===== config.mk =====
export PLATFORM = sky130hd
export DESIGN_NAME = wf_ram
export DESIGN_NICKNAME = d
export VERILOG_FILES = /design/src/rtl/core/wf_ram.sv
export SDC_FILE = /design/constraint.sdc
export NUM_CORES = 1
export LEC_CHECK = 0
export BUFFER_PORTS_ARGS = -buffer_cell sky130_fd_sc_hd__buf_4
export CAP_MARGIN = 0
export CORE_UTILIZATION = 40
export DETAILED_ROUTE_END_ITERATION = 6
export GPL_TIMING_DRIVEN = 0
export PLACE_DENSITY = 0.6
export SYNTH_ARGS = -nofsm -noshare
export SYNTH_HDL_FRONTEND = slang
export SYNTH_SLANG_ARGS = --single-unit

===== constraint.sdc =====
create_clock -name clk_i -period 3.08 [get_ports clk_i]
set_clock_uncertainty 0.15 [all_clocks]
set_input_delay 0.462 -clock clk_i [delete_from_list [all_inputs] [get_ports clk_i]]
set_output_delay 0.462 -clock clk_i [all_outputs]
set_load 0.02 [all_outputs]

===== src/rtl/core/wf_ram.sv =====
// ----------------------------------------------------------------------------
// wf_ram: generic single-write, single-read RAM
// One write port, one read port with registered read data.
// ----------------------------------------------------------------------------
`default_nettype none

module wf_ram #(
  parameter int WIDTH = 8,
  parameter int DEPTH = 16,
  localparam int ADDR_W = (DEPTH > 1) ? $clog2(DEPTH) : 1
) (
  input  wire logic              clk_i,
  input  wire logic              we_i,
  input  wire logic [ADDR_W-1:0] waddr_i,
  input  wire logic [WIDTH-1:0]  wdata_i,
  input  wire logic [ADDR_W-1:0] raddr_i,
  output logic      [WIDTH-1:0]  rdata_o
);

  logic [WIDTH-1:0] mem_q [DEPTH];

  always_ff @(posedge clk_i) begin
    if (we_i) begin
      mem_q[waddr_i] <= wdata_i;
    end
    rdata_o <= mem_q[raddr_i];
  end

endmodule

`default_nettype wire


==> run metrics, run 1 <==
outcome finished, final reports clean; design area ~6200 sq um; site row count 41; setup tns final 0 ns; register area share after synthesis around 78%; first-pass GRT wire length 14.5 mm; Port Buffer Count 24; Tot GR Track Use 16.2%; switching power total 854 uW; ys async rst share 0%; PostCTS Resize Cnt 0; Synth warnings 0; Synth Flop Type edfxtp_1; CP Launch Type input port; Sw Share 18.8%; 1st-iter DRT viols 210; Synth Instances 229; largest fanout on the critical path 8; Vias/cell between 5 and 6; flop2flop setup slack 1.56 ns; syn avg cell area approximately 22 sq um; global route overflow 0; layout cells sized above 1 29.0%; Pint 3.69 mW; RePlAce Congestion 0.723; Setup Buffers After CTS 0; Worst-Margin Slew ~1.3 ns; Max-Cap Viols 0; Slew Limit Fails 0; CTS tree built; CTS root buffer clkbuf_16; leakage power 2.08 nW; effective utilization at floorplan 41.0%; Syn Std Cell Area 5150 sq um; Die Width 115 um; CTS Sinks 136; Post-DP HPWL 6.10 mm; Placeable Area 12,600 sq um; Period minus WS final 2.21 ns; die area 13,300 sq um; Arr. time, crit path roughly 2.1 ns; simple-gate share of the synthesized area 3.18%; drt pass-1 iters 4; Setup crit end kind flip-flop; slew margin rel. 14.3%; via count 2,383; total CTS buffers 17; CP Data Required Time roughly 2.9 ns; clock slew at reported path FFs roughly 0.05 ns; VDD IR max 0.375 mV; Wirelength per Cell 21.0 um; fin crit share a little under three quarters; f_max 0.452 GHz; Unique masters post-synth 19; Seq pwr share 45.8%; DRC viols 0; # setup viols final 0; DP Area ~5500 sq um; P&R area growth vs syn 20.7%; initial antenna violation count 0; Die Y around 120 um; vias in the first global route 2,380; clock latency on the worst-skew pair between 0.4 and 0.5 ns; largest family of logic cells by synthesized area multiplexers; Power Dens Cells 731 nW/um^2; Top Ports 26; EDFF count, synth about 130; Hold Path Class in2reg; n_diodes 0; #FFs+latches synth 136; Layout Nets 291; RSZ-0062 raised after global routing false; Fin. Hold Viols 0; cts hold-fix bufs 0; clock power share 49.3%; # H-tree levels 4; largest net degree at the start of global routing 17; Post-Synth XOR/XNOR Area 0%; CTS Buffer Depth 2; Post-Synth Adder-Cell Area 0%; critical path class in2reg; post-synthesis compound-gate area fraction 2.33%; total wire length 9.63 mm; multiplexer area fraction after synthesis between 10% and 20%; Routed Antenna Nets 0; net count after synthesis roughly 250; power share of the combinational group between 4 and 5%
cells by family (layout without fill, tap and decap cells):
family          count (synthesis)  in the layout
compound gates                 16             16
mux                            32             32
flops                         136            136
buf+inv                        10             67
simple gates                   35             35
layout by cell type, fill, tap and decap left out, types with 4 or more instances in the layout:
cell type,instances
mux4_2,18
nor2_1,13
nand2_1,9
mux4_1,14
bufinv_16,6
buf_2,4
dfxtp_1,8
a22oi_1,16
nor3_1,4
edfxtp_1,128
buf_4,25
clkbuf_16,17
state kept, by name, indices dropped and copies added, names as in the netlist:
name	count
rdata_o	8
mem_q	128
stage by stage:
step | power (mW) | setup WS, ns | hold WS [ns] | util, % | instances
final | 4.54 | 0.866 | 0.232 | 49.4 | 458
after global routing | 4.66 | 0.727 | 0.238 | 49.4 | 458
after CTS | 4.57 | 0.810 | 0.229 | 49.4 | 457
after detailed placement | 2.34 | 0.377 | 0.520 | 44.1 | 425
after global placement | 2.34 | 0.366 | 0.508 | 44.1 | 425
after floorplan | 2.24 | 0.975 | 0.411 | - | 229
critical path, stage by stage:
cell and delay [ns]:
buf_4 0.13, or3b_2 0.50, nor3_1 0.98
power groups by stage:
stage | clock network (mW) | registers (mW) | logic, mW
after global placement | 0 | 2.12 | 0.222
final | 2.24 | 2.08 | 0.222
after floorplan | 0 | 2.13 | 0.105
after detailed placement | 0 | 2.12 | 0.225
after CTS | 2.26 | 2.08 | 0.226
after global routing | 2.34 | 2.08 | 0.239
cells in the mapped netlist, types with 3 or more instances:
master	instances	share of area, %
edfxtp_1	128	75
nand2_1	9	0.66
mux4_1	14	7.1
a22oi_1	16	2.3
nor2_1	13	0.95
buf_2	3	0.29
dfxtp_1	8	3.1
mux4_2	18	7.9
buf_6	3	0.66
nor3_1	4	0.39
clkdlybuf4s25_2	3	0.58
layer usage:
metal  part of all wire (%)  global-route usage [%]  up-vias
met3                    5.2                    3.61        9
met2                     49                    25.3       66
met1                     44                    22.4     1248
li1                       -                       -     1060
met4                    1.3                    6.23        0
met5                      0                       0        -
final cells by class:
| type | count | area [sq um] |
|---|---|---|
| plain buffers | 10 | 86.3 |
| clock buffers | 20 | 437 |
| clock inverters | 12 | 226 |
| fillers | 1000 | 6360 |
| multi-input cells | 83 | 1060 |
| flip-flops and latches | 136 | 4000 |
| well taps | 172 | 215 |
| repair buffers | 25 | 185 |
path summary, 6_finish.rpt:
kind / start / end / depth (start not counted)
worst max register to register: mem_q[6][3]$_DFFE_PP_ / rdata_o[3]$_DFF_P_ / 3
worst min-delay path: wdata_i[5] / mem_q[7][5]$_DFFE_PP_ / 1
worst max-delay path: waddr_i[2] / mem_q[0][0]$_DFFE_PP_ / 3
worst min register to register: mem_q[8][1]$_DFFE_PP_ / rdata_o[1]$_DFF_P_ / 3
Power figures use the tool's default switching activity.
==> run 2, diff against run 1 <==
PLACE_DENSITY = 0.62   (was 0.6)
clock period = 1.9 ns   (was 3.08 ns; I/O delays follow)
==> run metrics, run 2 (synthesis results as in run 1) <==
Slew Limit Fails 0; CP Data Required Time 1.78 ns; P&R area growth vs syn 18.7%; DP Area 5570 sq um; WL met2 4.85 mm; Die Width 115 um; Top Ports 26; outcome finished, final reports clean; Max-Cap Viols 0; drt pass-1 iters 4; Critical Path, Cell by Cell buf_4, or3b_2, nor2_1; clock slew at reported path FFs 0.06 ns; top routing layer in use met4; die area around 13,000 sq um; CP Launch Type input port; CTS Buffer Depth 2; RSZ-0062 raised after global routing false; Arr. time, crit path 1.63 ns; CTS tree built; Placeable Area 12,600 sq um; most frequent cells in the layout 128 x edfxtp_1, 26 x buf_4, 18 x mux4_2, 17 x clkbuf_16, 16 x a22oi_1; Vias/cell around 5.3; critical path's slowest cell nor2_1; Post-DP HPWL 6.19 mm; site row count 41; PostCTS Resize Cnt 0; effective utilization at floorplan about two fifths; Largest regs mem_q x128, rdata_o x8; slew margin rel. 36.5%; Wirelength per Cell ~22 um; Worst-Margin Slew roughly 0.95 ns; total CTS buffers 17; CTS Sinks 136; Die Y 115 um; 1st-iter DRT viols 241; max reg flops ~130; Hold Path Class in2reg; initial antenna violation count 0; Setup crit end kind flip-flop; M1 WL about 4.5 mm; first-pass GRT wire length 14.8 mm; total wire length roughly 10 mm; largest fanout on the critical path 8; Tot GR Track Use 16.7%; largest net degree at the start of global routing 17; Port Buffer Count 24; via count 2,405; Setup Buffers After CTS 0; Power Dens Cells roughly 1100 nW/um^2; n_diodes 0; Post-Layout Cell Count 458; # setup viols final 0; Fin. Hold Viols 0; CP peak stage delay roughly 0.70 ns; Crit. Startpoint waddr_i[2]; Top reg by flops mem_q; Routed Antenna Nets 0; leakage power just over 2 nW; f_max 0.572 GHz; Period minus WS final 1.75 ns; # H-tree levels 4; placed cell count around 430; CTS root buffer clkbuf_16; clock latency on the worst-skew pair 0.41 ns; RePlAce Congestion 0.701; global route overflow 0; cts hold-fix bufs 0; Pwr Total around 6.8 mW; HP Start wdata_i[6]; Layout Nets 292; critical path class in2reg; layout cells sized above 1 between 20% and 30%; VDD IR max 0.764 mV; vias in the first global route between 2,000 and 2,500; design area 6110 sq um; DRC viols 0; WL met3 534 um; fin crit share 92.0%; FF-to-FF Start mem_q[10][4]$_DFFE_PP_; leading cell type in the layout, fill and taps excluded edfxtp_1
## run 2: through the flow
step	hold WS (ns)	util [%]	TNS, ns	worst slack [ns]
after global routing	0.0373	48.6	0	0.0711
after global placement	0.444	44.1	-18.34	-0.411
final	0.0477	48.6	0	0.152
after floorplan	0.234	-	0	0.199
after CTS	0.0379	48.6	0	0.0987
after detailed placement	0.469	44.3	-9.20	-0.323
## run 2: worst max-delay path: cells and delay by family
family	cells	cell delay, ns
buffers and inverters	1	0.12
and+or+nand+nor	2	1.22
## run 2: final cells by class
| type | count | area, sq um |
|---|---|---|
| clock inverter | 11 | 108 |
| sequential | 136 | 4000 |
| clock buffer | 20 | 437 |
| fill | 1026 | 6460 |
| timing repair buffer | 26 | 193 |
| multi-input combinational | 83 | 1070 |
| tap | 172 | 215 |
| buffer | 10 | 86.3 |
## run 2: report_power, final
group	switching, mW	internal [mW]	total, mW	leakage, nW
sequential	0.0155	3.36	3.37	1.22
combinational	0.204	0.155	0.359	0.548
clock	1.13	1.90	3.03	0.266
total	1.35	5.41	6.76	2.04
## run 2: path summary, 6_finish.rpt
| path | slack (ns) | end | cells after the start |
|---|---|---|---|
| max | 0.15 | mem_q[2][1]$_DFFE_PP_ | 3 |
| min | 0.05 | mem_q[1][6]$_DFFE_PP_ | 1 |
| max reg2reg | 0.32 | rdata_o[4]$_DFF_P_ | 3 |
| min reg2reg | 0.53 | rdata_o[1]$_DFF_P_ | 3 |
## run 2: routing by layer
layer	GRT usage, %	vias up
li1	-	1061
met1	22.3	1252
met2	25.8	84
met3	5.70	8
met4	5.71	0
met5	0	-
